**src/hw/rtl/avt_pkg.sv**
```systemverilog
// Shared types and constants for the attribute/value tuple tokenizer.
`default_nettype none
package avt_pkg;

  localparam int unsigned ByteW  = 8;
  localparam int unsigned CountW = 8;
  localparam int unsigned KindW  = 2;

  // Input queue between front and back.
  localparam int unsigned QDepth = 2;
  localparam int unsigned QAw    = $clog2(QDepth);
  localparam int unsigned QCntW  = $clog2(QDepth + 1);

  // Configuration register indexes.
  localparam logic CFG_ATTR_LIMIT  = 1'b0;
  localparam logic CFG_VALUE_LIMIT = 1'b1;

  localparam logic [CountW-1:0] ATTR_LIMIT_RST  = 8'd32;
  localparam logic [CountW-1:0] VALUE_LIMIT_RST = 8'd64;

  // Characters of interest.
  localparam logic [ByteW-1:0] CH_NL    = 8'd10;
  localparam logic [ByteW-1:0] CH_TAB   = 8'd9;
  localparam logic [ByteW-1:0] CH_CR    = 8'd13;
  localparam logic [ByteW-1:0] CH_SPACE = 8'd32;
  localparam logic [ByteW-1:0] CH_HASH  = 8'd35;
  localparam logic [ByteW-1:0] CH_EQ    = 8'd61;
  localparam logic [ByteW-1:0] CH_QUOTE = 8'd34;

  // Event kinds on the result channel.
  localparam logic [KindW-1:0] EV_SKIP  = 2'd0;
  localparam logic [KindW-1:0] EV_ATTR  = 2'd1;
  localparam logic [KindW-1:0] EV_VALUE = 2'd2;
  localparam logic [KindW-1:0] EV_END   = 2'd3;

  typedef enum logic [2:0] {
    CLS_OTHER,
    CLS_NL,
    CLS_SEP,
    CLS_HASH,
    CLS_EQ,
    CLS_QUOTE
  } char_cls_e;

  typedef struct packed {
    logic [ByteW-1:0] text_byte;
    char_cls_e        cls;
  } token_t;

  function automatic char_cls_e classify(input logic [ByteW-1:0] c);
    char_cls_e r;
    r = CLS_OTHER;
    if (c == CH_NL) begin
      r = CLS_NL;
    end else if (c == CH_SPACE || c == CH_TAB || c == CH_CR) begin
      r = CLS_SEP;
    end else if (c == CH_HASH) begin
      r = CLS_HASH;
    end else if (c == CH_EQ) begin
      r = CLS_EQ;
    end else if (c == CH_QUOTE) begin
      r = CLS_QUOTE;
    end
    return r;
  endfunction

endpackage
`default_nettype wire

```
**src/hw/rtl/avt_front.sv**
```systemverilog
// Front end: takes input items and tags each byte with its character class.
`default_nettype none
module avt_front
  import avt_pkg::*;
(
  input  logic             in_valid_i,
  output logic             in_ready_o,
  input  logic [ByteW-1:0] text_byte_i,
  input  logic             q_full_i,
  output logic             q_push_o,
  output token_t           q_tok_o
);

  assign in_ready_o = ~q_full_i;
  assign q_push_o   = in_valid_i & ~q_full_i;

  always_comb begin
    q_tok_o.text_byte = text_byte_i;
    q_tok_o.cls       = classify(text_byte_i);
  end

endmodule
`default_nettype wire

```
**src/hw/rtl/avt_queue.sv**
```systemverilog
// Short token queue between the classifying front and the parsing back.
`default_nettype none
module avt_queue
  import avt_pkg::*;
(
  input  logic   clk_i,
  input  logic   rst_ni,
  input  logic   push_i,
  input  token_t push_tok_i,
  output logic   full_o,
  input  logic   pop_i,
  output logic   valid_o,
  output token_t pop_tok_o
);

  token_t           mem_q [QDepth];
  logic [QAw-1:0]   wr_ptr_q, rd_ptr_q;
  logic [QCntW-1:0] cnt_q, cnt_d;

  assign full_o    = (cnt_q == QCntW'(QDepth));
  assign valid_o   = (cnt_q != '0);
  assign pop_tok_o = mem_q[rd_ptr_q];

  always_comb begin
    cnt_d = cnt_q;
    if (push_i && !pop_i) begin
      cnt_d = cnt_q + QCntW'(1);
    end else if (pop_i && !push_i) begin
      cnt_d = cnt_q - QCntW'(1);
    end
  end

  always_ff @(posedge clk_i) begin
    if (push_i) begin
      mem_q[wr_ptr_q] <= push_tok_i;
    end
  end

  always_ff @(posedge clk_i or negedge rst_ni) begin
    if (!rst_ni) begin
      wr_ptr_q <= '0;
      rd_ptr_q <= '0;
      cnt_q    <= '0;
    end else begin
      cnt_q <= cnt_d;
      if (push_i) begin
        wr_ptr_q <= (wr_ptr_q == QAw'(QDepth - 1)) ? '0 : wr_ptr_q + QAw'(1);
      end
      if (pop_i) begin
        rd_ptr_q <= (rd_ptr_q == QAw'(QDepth - 1)) ? '0 : rd_ptr_q + QAw'(1);
      end
    end
  end

endmodule
`default_nettype wire

```
**src/hw/rtl/avt_back.sv**
```systemverilog
// Back end: tuple parse state machine, truncation counters and result register.
`default_nettype none
module avt_back
  import avt_pkg::*;
(
  input  logic              clk_i,
  input  logic              rst_ni,
  input  logic              cfg_we_i,
  input  logic              cfg_idx_i,
  input  logic [CountW-1:0] cfg_wdata_i,
  input  logic              q_valid_i,
  input  token_t            q_tok_i,
  output logic              q_pop_o,
  output logic              out_valid_o,
  input  logic              out_ready_i,
  output logic [ByteW-1:0]  out_char_o,
  output logic [KindW-1:0]  event_kind_o,
  output logic              tuple_begins_o,
  output logic              dropped_o
);

  localparam logic [2:0] PH_BETWEEN    = 3'd0;
  localparam logic [2:0] PH_ATTR       = 3'd1;
  localparam logic [2:0] PH_AFTER_ATTR = 3'd2;
  localparam logic [2:0] PH_AFTER_EQ   = 3'd3;
  localparam logic [2:0] PH_BARE       = 3'd4;
  localparam logic [2:0] PH_QUOTED     = 3'd5;
  localparam logic [2:0] PH_COMMENT    = 3'd6;

  logic [CountW-1:0] attr_limit_q, value_limit_q;
  logic [2:0]        phase_q, phase_d;
  logic [CountW-1:0] attr_cnt_q, attr_cnt_d, value_cnt_q, value_cnt_d;
  logic              oval_q;
  logic [ByteW-1:0]  ochar_q;
  logic [KindW-1:0]  okind_q, kind_d;
  logic              obeg_q, beg_d, odrop_q, drop_d;
  logic              take_attr, take_value, clr_cnt;
  logic              attr_room, value_room;

  assign q_pop_o    = q_valid_i & (~oval_q | out_ready_i);
  assign attr_room  = attr_cnt_q < attr_limit_q;
  assign value_room = value_cnt_q < value_limit_q;

  always_comb begin
    phase_d    = phase_q;
    kind_d     = EV_SKIP;
    beg_d      = 1'b0;
    take_attr  = 1'b0;
    take_value = 1'b0;
    clr_cnt    = 1'b0;
    if (q_tok_i.cls == CLS_NL) begin
      kind_d  = EV_END;
      phase_d = PH_BETWEEN;
      clr_cnt = 1'b1;
    end else begin
      case (phase_q)
        PH_ATTR: begin
          if (q_tok_i.cls == CLS_EQ) begin
            phase_d = PH_AFTER_EQ;
          end else if (q_tok_i.cls == CLS_SEP) begin
            phase_d = PH_AFTER_ATTR;
          end else begin
            kind_d    = EV_ATTR;
            take_attr = 1'b1;
          end
        end
        PH_AFTER_EQ: begin
          if (q_tok_i.cls == CLS_QUOTE) begin
            phase_d = PH_QUOTED;
          end else if (q_tok_i.cls != CLS_SEP) begin
            phase_d    = PH_BARE;
            kind_d     = EV_VALUE;
            take_value = 1'b1;
          end
        end
        PH_BARE: begin
          if (q_tok_i.cls == CLS_SEP) begin
            phase_d = PH_BETWEEN;
          end else begin
            kind_d     = EV_VALUE;
            take_value = 1'b1;
          end
        end
        PH_QUOTED: begin
          if (q_tok_i.cls == CLS_QUOTE) begin
            phase_d = PH_BETWEEN;
          end else begin
            kind_d     = EV_VALUE;
            take_value = 1'b1;
          end
        end
        PH_COMMENT: begin
          phase_d = PH_COMMENT;
        end
        default: begin
          // between tuples, after an attribute, or an unused code
          if (q_tok_i.cls == CLS_SEP) begin
            phase_d = phase_q;
          end else if (q_tok_i.cls == CLS_HASH) begin
            phase_d = PH_COMMENT;
          end else if (q_tok_i.cls == CLS_EQ && phase_q == PH_AFTER_ATTR) begin
            phase_d = PH_AFTER_EQ;
          end else begin
            beg_d   = 1'b1;
            clr_cnt = 1'b1;
            if (q_tok_i.cls == CLS_EQ) begin
              phase_d = PH_AFTER_EQ;
            end else begin
              phase_d   = PH_ATTR;
              kind_d    = EV_ATTR;
              take_attr = 1'b1;
            end
          end
        end
      endcase
    end
  end

  // A tuple opener clears the counts before its own first char is counted.
  always_comb begin
    attr_cnt_d  = attr_cnt_q;
    value_cnt_d = value_cnt_q;
    drop_d      = 1'b0;
    if (clr_cnt) begin
      attr_cnt_d  = '0;
      value_cnt_d = '0;
    end
    if (take_attr) begin
      if (clr_cnt ? (attr_limit_q != '0) : attr_room) begin
        attr_cnt_d = attr_cnt_d + CountW'(1);
      end else begin
        drop_d = 1'b1;
      end
    end
    if (take_value) begin
      if (value_room) begin
        value_cnt_d = value_cnt_q + CountW'(1);
      end else begin
        drop_d = 1'b1;
      end
    end
  end

  always_ff @(posedge clk_i or negedge rst_ni) begin
    if (!rst_ni) begin
      attr_limit_q  <= ATTR_LIMIT_RST;
      value_limit_q <= VALUE_LIMIT_RST;
    end else if (cfg_we_i) begin
      case (cfg_idx_i)
        CFG_ATTR_LIMIT:  attr_limit_q  <= cfg_wdata_i;
        CFG_VALUE_LIMIT: value_limit_q <= cfg_wdata_i;
        default: begin
          attr_limit_q <= attr_limit_q;
        end
      endcase
    end
  end

  always_ff @(posedge clk_i or negedge rst_ni) begin
    if (!rst_ni) begin
      phase_q     <= PH_BETWEEN;
      attr_cnt_q  <= '0;
      value_cnt_q <= '0;
      oval_q      <= 1'b0;
    end else begin
      if (q_pop_o) begin
        phase_q     <= phase_d;
        attr_cnt_q  <= attr_cnt_d;
        value_cnt_q <= value_cnt_d;
        oval_q      <= 1'b1;
      end else if (out_ready_i) begin
        oval_q <= 1'b0;
      end
    end
  end

  always_ff @(posedge clk_i) begin
    if (q_pop_o) begin
      ochar_q <= q_tok_i.text_byte;
      okind_q <= kind_d;
      obeg_q  <= beg_d;
      odrop_q <= drop_d;
    end
  end

  assign out_valid_o    = oval_q;
  assign out_char_o     = ochar_q;
  assign event_kind_o   = okind_q;
  assign tuple_begins_o = obeg_q;
  assign dropped_o      = odrop_q;

endmodule
`default_nettype wire

```
**src/hw/rtl/attr_value_tuple_tokenizer.sv**
```systemverilog
// Top level of the attribute/value tuple tokenizer.
//
//  channel  | handshake                 | payload
//  ---------+---------------------------+----------------------------------------------
//  input    | in_valid_i / in_ready_o   | text_byte_i[7:0]
//  result   | out_valid_o / out_ready_i | out_char_o, event_kind_o, tuple_begins_o,
//           |                           | dropped_o
//  config   | cfg_we_i (no wait)        | cfg_idx_i, cfg_wdata_i[7:0]
//
// One item in, one item out, one item per cycle sustained while out_ready_i stays
// high. A byte is held in the token queue and then in the result register.
// The parse state loop in the back end sets the rate.
// Reset clears the parse state, counts and queue, and loads the limits 32 / 64.
// A stalled result holds the back end; the two-entry queue keeps accepting
// until it fills, then drops in_ready_o.
`default_nettype none
module attr_value_tuple_tokenizer
  import avt_pkg::*;
(
  input  logic              clk_i,
  input  logic              rst_ni,
  input  logic              cfg_we_i,
  input  logic              cfg_idx_i,
  input  logic [CountW-1:0] cfg_wdata_i,
  input  logic              in_valid_i,
  output logic              in_ready_o,
  input  logic [ByteW-1:0]  text_byte_i,
  output logic              out_valid_o,
  input  logic              out_ready_i,
  output logic [ByteW-1:0]  out_char_o,
  output logic [KindW-1:0]  event_kind_o,
  output logic              tuple_begins_o,
  output logic              dropped_o
);

  logic   q_push, q_full, q_pop, q_valid;
  token_t push_tok, pop_tok;

  // Classify each incoming byte and push it into the queue.
  avt_front u_front (
    .in_valid_i  (in_valid_i),
    .in_ready_o  (in_ready_o),
    .text_byte_i (text_byte_i),
    .q_full_i    (q_full),
    .q_push_o    (q_push),
    .q_tok_o     (push_tok)
  );

  // Decouple the front from result back-pressure.
  avt_queue u_queue (
    .clk_i      (clk_i),
    .rst_ni     (rst_ni),
    .push_i     (q_push),
    .push_tok_i (push_tok),
    .full_o     (q_full),
    .pop_i      (q_pop),
    .valid_o    (q_valid),
    .pop_tok_o  (pop_tok)
  );

  // Advance the tuple parser and register the event.
  avt_back u_back (
    .clk_i          (clk_i),
    .rst_ni         (rst_ni),
    .cfg_we_i       (cfg_we_i),
    .cfg_idx_i      (cfg_idx_i),
    .cfg_wdata_i    (cfg_wdata_i),
    .q_valid_i      (q_valid),
    .q_tok_i        (pop_tok),
    .q_pop_o        (q_pop),
    .out_valid_o    (out_valid_o),
    .out_ready_i    (out_ready_i),
    .out_char_o     (out_char_o),
    .event_kind_o   (event_kind_o),
    .tuple_begins_o (tuple_begins_o),
    .dropped_o      (dropped_o)
  );

endmodule
`default_nettype wire

```
**config.mk**
```make
export PLATFORM = sky130hd
export DESIGN_NAME = attr_value_tuple_tokenizer
export DESIGN_NICKNAME = d
export VERILOG_FILES = /design/src/hw/rtl/avt_pkg.sv /design/src/hw/rtl/avt_front.sv /design/src/hw/rtl/avt_queue.sv /design/src/hw/rtl/avt_back.sv /design/src/hw/rtl/attr_value_tuple_tokenizer.sv
export SDC_FILE = /design/constraint.sdc
export NUM_CORES = 1
export LEC_CHECK = 0
export BUFFER_PORTS_ARGS = -buffer_cell sky130_fd_sc_hd__buf_2
export CAP_MARGIN = 5
export CORE_MARGIN = 2
export CORE_UTILIZATION = 59
export DETAILED_ROUTE_END_ITERATION = 8
export GPL_ROUTABILITY_DRIVEN = 0
export GPL_TIMING_DRIVEN = 0
export PLACE_DENSITY = 0.83
export SETUP_SLACK_MARGIN = 0.05
export SLEW_MARGIN = 20
export SYNTH_ARGS = -nofsm -noshare
export SYNTH_HDL_FRONTEND = slang
export SYNTH_SLANG_ARGS = --single-unit
```
**constraint.sdc**
```tcl
create_clock -name clk_i -period 2.9 [get_ports clk_i]
set_input_delay 0.145 -clock clk_i [delete_from_list [all_inputs] [get_ports clk_i]]
set_output_delay 0.145 -clock clk_i [all_outputs]
set_load 0.02 [all_outputs]
```
Yosys cells after proc, flatten, opt, wreduce, memory -nomap -nowiden
Memories as Yosys holds them, arrays and structs flattened.
Cells that the tools add are included.
{"block": "classes", "n_eq_ne": 25, "n_mux": 65, "bitwise_logic": 6, "reduce_logical": 16, "add_sub_neg": 6, "n_lt_le_gt_ge": 2}
{"op": "$mux 8", "count": 6}
{"op": "$mux 3", "count": 15}
{"op": "$eq 8x6->1 const B", "count": 4}
{"op": "$mux 1", "count": 29}
{"op": "$eq 8x4->1 const B", "count": 3}
{"op": "$mux 2", "count": 11}
{"op": "$add 8x1->8 const B", "count": 2}
{"op": "$lt 8x8->1", "count": 2}
{"op": "$eq 3x3->1 const B", "count": 5}
{"op": "$pmux 3 s5", "count": 1}
{"op": "$eq 3x2->1 const B", "count": 4}
{"op": "$pmux 2 s5", "count": 1}
{"op": "$ne 4x1->1 const B", "count": 2}
{"op": "$reduce_bool 8->1", "count": 1}
{"op": "$ne 7x6->1 const B", "count": 1}
{"op": "$eq 3x1->1 const B", "count": 2}
{"op": "$ne 3x1->1 const B", "count": 2}
{"op": "$reduce_and 6->1", "count": 1}
{"op": "$reduce_bool 2->1", "count": 3}
{"op": "$reduce_or 5->1", "count": 1}
{"op": "$reduce_and 2->1", "count": 2}
{"op": "$reduce_or 4->1", "count": 1}
{"op": "$logic_and 1x1->1", "count": 3}
{"op": "$ne 3x2->1 const B", "count": 1}
{"op": "other kinds (11)", "count": 17}
{"block": "word_totals", "output_inout_bits": 14, "elab_cells": 134, "ramBits": 22, "in_bits": 22, "register_bits": 52, "memories": 1}
{"name": "u_queue.mem_q", "words": 2, "word_bits": 11, "read_ports": 1, "rd_clocked_by_memory_dff": 0, "write_ports": 1, "line_no": "avt_queue.sv:16", "source": "token_t mem_q [QDepth];"}

Logic depth before layout (Yosys ltp)
An unclocked memory read counts as a cell.
{"block": "logic_depth", "ltp_word": 13, "depth_mapped": 11, "ltp_nobuf": 8}

Modules after synthesis
A second synthesis with hierarchy kept.
{"block": "hier_totals", "hier_cells": 360, "area_unflattened_um2": 3998.8}
{"mod": "avt_back", "instances": 1, "cells_each": 286, "area_per_inst_um2": 2816.5, "seq_area_each_um2": 1263.7}
{"mod": "avt_queue", "instances": 1, "cells_each": 50, "area_per_inst_um2": 1018.5, "seq_area_each_um2": 760.7}
{"mod": "avt_front", "instances": 1, "cells_each": 24, "area_per_inst_um2": 163.9, "seq_area_each_um2": 0.0}

Worst setup path after synthesis
OpenSTA, ideal clock, no wires.
{"block": "synth_path", "path_kind": "register to register", "start": "reg u_back.value_limit_q[6]", "end": "reg u_back.value_cnt_q[5]", "stages_incl_launch_ff": 11, "period_less_slack_ps": 2230, "path_buffers": 2, "arrival_ps": 2106, "path_slack_ps": 670, "required_ps": 2776, "setup_time_ps": 124, "cell_sequence": "dfstp_2 -> inv_1 -> ha_1 -> and4_1 -> o21ai_0 -> o311ai_0 -> nand4bb_1 -> buf_4 -> buf_4 -> nor3b_2 -> a211o_1"}
{"block": "synth_via", "elab_chain_len": 3}
{"item": "from (decl)", "line_no": "avt_back.sv:30", "source": "logic [CountW-1:0] attr_limit_q, value_limit_q;"}
{"item": "from (signal assigned)", "line_no": "avt_back.sv:151", "source": "CFG_VALUE_LIMIT: value_limit_q <= cfg_wdata_i;"}
{"item": "$lt 8x8->1", "line_no": "avt_back.sv:42", "source": "assign value_room = value_cnt_q < value_limit_q;"}
{"item": "$mux 8", "line_no": "avt_back.sv:136", "source": "if (value_room) begin"}
{"item": "$mux 8", "line_no": "avt_back.sv:135", "source": "if (take_value) begin"}
{"item": "to (signal assigned)", "line_no": "avt_back.sv:169", "source": "value_cnt_q <= value_cnt_d;"}
{"item": "to (decl)", "line_no": "avt_back.sv:32", "source": "logic [CountW-1:0] attr_cnt_q, attr_cnt_d, value_cnt_q, value_cnt_d;"}
No other way between the ends.
A chain may end at the register's enable or synchronous reset.

Final worst setup path
{"block": "layout_path", "start": "reg u_back.value_limit_q[6]", "end": "reg u_back.value_cnt_q[4]"}
Same word-level chain as after synthesis.

==> results.txt <==
The run finished with clean final reports. Transition time at the pin with the least slew margin: 0.960 ns. The final critical path time including I/O delays and setup works out to 2.71 ns. The floorplan step defined a die boundary enclosing 7450 sq um.

The area added between synthesis and finish is 13.1%, and the share of cells above drive strength 1 is 24.3%. For the final-layout fill cell count, the log shows 494. Derived from the worst setup path, the maximum achievable clock frequency is 369 MHz. Adding up every negative setup slack in the final design gives 0 ns. The clock insertion delay at the later pin of the skew report is 0.36 ns, and the post-detailed-routing wire length is 7930 microns.

The tools report the post-synthesis instance area as 4000 sq um. The async set or reset register ratio after synthesis is 54.1%. Counting instances in the post-synthesis netlist gives the leading cell types as sky130_fd_sc_hd__dfrtp_1, sky130_fd_sc_hd__edfxtp_1, sky130_fd_sc_hd__nand2_1, sky130_fd_sc_hd__o21ai_0, sky130_fd_sc_hd__nor2_1. The leading area contributor after synthesis is sky130_fd_sc_hd__edfxtp_1. TritonCTS built the clock tree. Setup repair after global routing left no endpoint under its margin. Chip width: 86.3 microns. Via count of the first global-routing pass: 2847.

Dividing the detail-routed wire length by the instance count gives 16.3 microns. The count of placed standard cells including taps is 467. In this run the most critical hold path is launched from cfg_wdata_i[3]. In the final design database the tool counted 441 nets.

From bottom edge to top edge, the die measures 86.3 microns. After legalization and detailed placement, the total HPWL measured 5570 microns. The area taken by flip-flops and latches is 2020 sq um.

STA classifies the critical path endpoint as a flip-flop. In the routed design, unresolved DRC markers number 0. Counting flops with a built-in enable in the synthesized netlist gives 34. The number of buffers inserted by port buffering is 35, and the total setup violations reported at the end of the flow is 0.

The required time at the worst-slack endpoint was 3.14 ns; the via density per instance was 5.94. The synthesized netlist contains 67 unique library cells. Post-CTS timing repair inserted 0 buffers for setup. The H-tree level count was 3; the critical path data arrival time was 2.95 ns. The area occupied by multi-input gates was 1750 sq um; the final instance area was 4520 sq um.

The endpoint identified for the worst register-to-register timing path is u_back.value_cnt_q[4]. The clock root buffer was sky130_fd_sc_hd__clkbuf_8. Yosys instantiated no cell more often than sky130_fd_sc_hd__dfrtp_1. The number of iterations in the first detailed-routing pass was 4; the largest fanout on the critical path was 10.

In this run, CTS created clock tree buffers numbering 9. For the maximum number of pins on one net before global-route repair, the log shows 41. The per-instance average area after synthesis is 11.4 sq um, and the number of core rows is 30. The Yosys step of the flow raised 0 warnings. In this run the cell area measured after placement is 4270 sq um. Worst hold endpoint: u_back.attr_limit_q[3].

After clock tree synthesis, the clock-pin slew on the worst setup and hold paths is 0.08 ns. The first-pass GRT wire length came out at 13400 microns. IR analysis of the VDD net gives a maximum drop of 0.583 mV. The cell count after synthesis came out at 352. For the synthesized net count, the log shows 391.

By area the synthesized netlist is led by sky130_fd_sc_hd__edfxtp_1, sky130_fd_sc_hd__dfrtp_1, sky130_fd_sc_hd__ha_1. The power density of the placed cells is 946 nW/um^2. The number of nets with antenna violations after routing is 0, and the worst clock skew is 0.0101 ns. In the global route stage, overall resource usage came out at 23.2%.

For flop-to-flop paths, the worst setup slack is 0.19 ns. The worst hold path depth is 3. The tools report the total congestion overflow as 0. In the synthesized netlist the dominant register cell turns out to be sky130_fd_sc_hd__dfrtp_1. The analysis attributes to cell leakage a power of 0.00195 uW. The CTS sink count was 74. In this run, synthesis produced a sequential element count of 74.

The min-delay analysis places its worst path in the category input port to flip-flop. The core region is 6680 sq um. The maximum count of clock buffers along a single path was 2.

In this run the tightest slew margin relative to its limit is 35.8%. 36 I/O pins were placed. The count of inserted antenna diode cells was 0; the sequential element share of the synthesized area was 50.6%. The initial utilization of the core area, before any placement, comes to 59.9%. The startpoint-to-endpoint class of the critical path is flip-flop to flip-flop.

The logs give 2893 for the detailed-route via count and 0 for the initial antenna violation count. The run gives 0 as the reported max-cap violation count. The worst path uses 93.4% of the clock period.

The tools report the critical path launch point type as a flip-flop. Once layout is complete, the cells apart from fillers number 487. The number of endpoints with negative hold slack in the final report is 0, and the logic depth of the worst register-to-register path is 10. The run gives 146 as the initial DRC count. The max-slew violation total from the final report was 0; the area share of the leading cell type in the synthesized netlist was 25.5%. The startpoint identified for the worst register-to-register timing path is u_back.value_limit_q[6].
[cell type report]
type	count	share of cell area, %
repair buffers	39	4.76
inverters	19	1.58
multi-input cells	245	38.6
well taps	80	2.21
clock buffers	9	2.74
clock inverters	7	1.88
plain buffers	14	3.46
flip-flops and latches	74	44.8
[placed cells by master, fill, tap and decap left out, types with 4 or more instances in the layout]
master and instances:
sky130_fd_sc_hd__a211o_1 5, sky130_fd_sc_hd__a21oi_1 10, sky130_fd_sc_hd__and3_1 5, sky130_fd_sc_hd__buf_2 36, sky130_fd_sc_hd__buf_6 4, sky130_fd_sc_hd__clkbuf_8 11
sky130_fd_sc_hd__dfrtp_1 38, sky130_fd_sc_hd__dlygate4sd3_1 4, sky130_fd_sc_hd__edfxtp_1 34, sky130_fd_sc_hd__ha_1 17, sky130_fd_sc_hd__inv_1 19, sky130_fd_sc_hd__mux2_2 18
sky130_fd_sc_hd__nand2_1 33, sky130_fd_sc_hd__nand2b_1 6, sky130_fd_sc_hd__nand3_1 12, sky130_fd_sc_hd__nand4_1 7, sky130_fd_sc_hd__nor2_1 20, sky130_fd_sc_hd__nor3_1 6
sky130_fd_sc_hd__o21ai_0 29, sky130_fd_sc_hd__xnor2_1 5, sky130_fd_sc_hd__xor2_1 8
[per-stage QoR]
step,hold WS (ns),utilization (%),setup WS (ns),power [uW]
after global routing,0.0163,67.7,0.0617,4560
after floorplan,-0.151,-,0.670,2980
after global placement,0.309,64.0,0.305,3350
final,0.0195,67.7,0.191,4280
after detailed placement,0.320,64.0,0.230,3430
after CTS,0.00133,67.7,0.212,4300
[worst max-delay path, cell delays in order, from the launching register on]
cell	delay, ns
sky130_fd_sc_hd__dfstp_2	0.53
sky130_fd_sc_hd__inv_1	0.04
sky130_fd_sc_hd__ha_1	0.27
sky130_fd_sc_hd__and4_1	0.18
sky130_fd_sc_hd__o21ai_0	0.07
sky130_fd_sc_hd__o311ai_0	0.67
sky130_fd_sc_hd__nand4bb_1	0.22
sky130_fd_sc_hd__buf_4	0.16
sky130_fd_sc_hd__buf_4	0.18
sky130_fd_sc_hd__nor2_1	0.06
sky130_fd_sc_hd__a211o_1	0.22
[flip-flops by register name (all words and copies together), names as in the netlist, 2 cells and up]
register	count
u_back.attr_cnt_q	8
u_back.attr_limit_q	8
u_back.event_kind_o	2
u_back.out_char_o	8
u_back.phase_q	3
u_back.value_cnt_q	8
u_back.value_limit_q	8
u_queue.cnt_q	2
u_queue.mem_q	22
[what timing repair did]
item / 4_1_cts / 5_1_grt
endpoints found under the hold margin: 44 / 0
hold buffers: 4 / 0
resized for setup: 0 / 0
[worst max path at each step]
stage | start | end | depth (start not counted)
CTS | u_back.value_limit_q[6] | u_back.value_cnt_q[4] | 10
finish | u_back.value_limit_q[6] | u_back.value_cnt_q[4] | 10
global placement | u_back.value_limit_q[6] | u_back.value_cnt_q[6] | 10
detailed placement | u_back.value_limit_q[6] | u_back.value_cnt_q[4] | 10
floorplan | u_back.value_limit_q[6] | u_back.value_cnt_q[5] | 10
global route | u_back.value_limit_q[6] | u_back.value_cnt_q[4] | 10
[power breakdown]
group / leakage, uW / total (uW) / internal, uW / switching, uW
Clock: 0.000100 / 853 / 415 / 437
Sequential: 0.000828 / 1570 / 1420 / 147
Combinational: 0.00102 / 1860 / 784 / 1070
[cells by family after synthesis]
family | Yosys count | share of synthesized area, %
and+or+nand+nor | 114 | 15.2
AOI/OAI and AO/OA | 76 | 12.7
DFF | 74 | 50.6
buffers and inverters | 33 | 5.69
muxes | 25 | 7.57
adders and majority gates | 17 | 5.32
xor gates and xnor gates | 13 | 2.85
[layer usage]
metal  GRT usage (%)  wire length [microns]  vias up
li1                -                      -     1394
met1            28.7                   3390     1383
met2            39.9                   3990       96
met3            5.14                    381       20
met4            8.81                    159        0
met5               0                      0        -
Note: power is estimated with default switching activity, not from simulation.
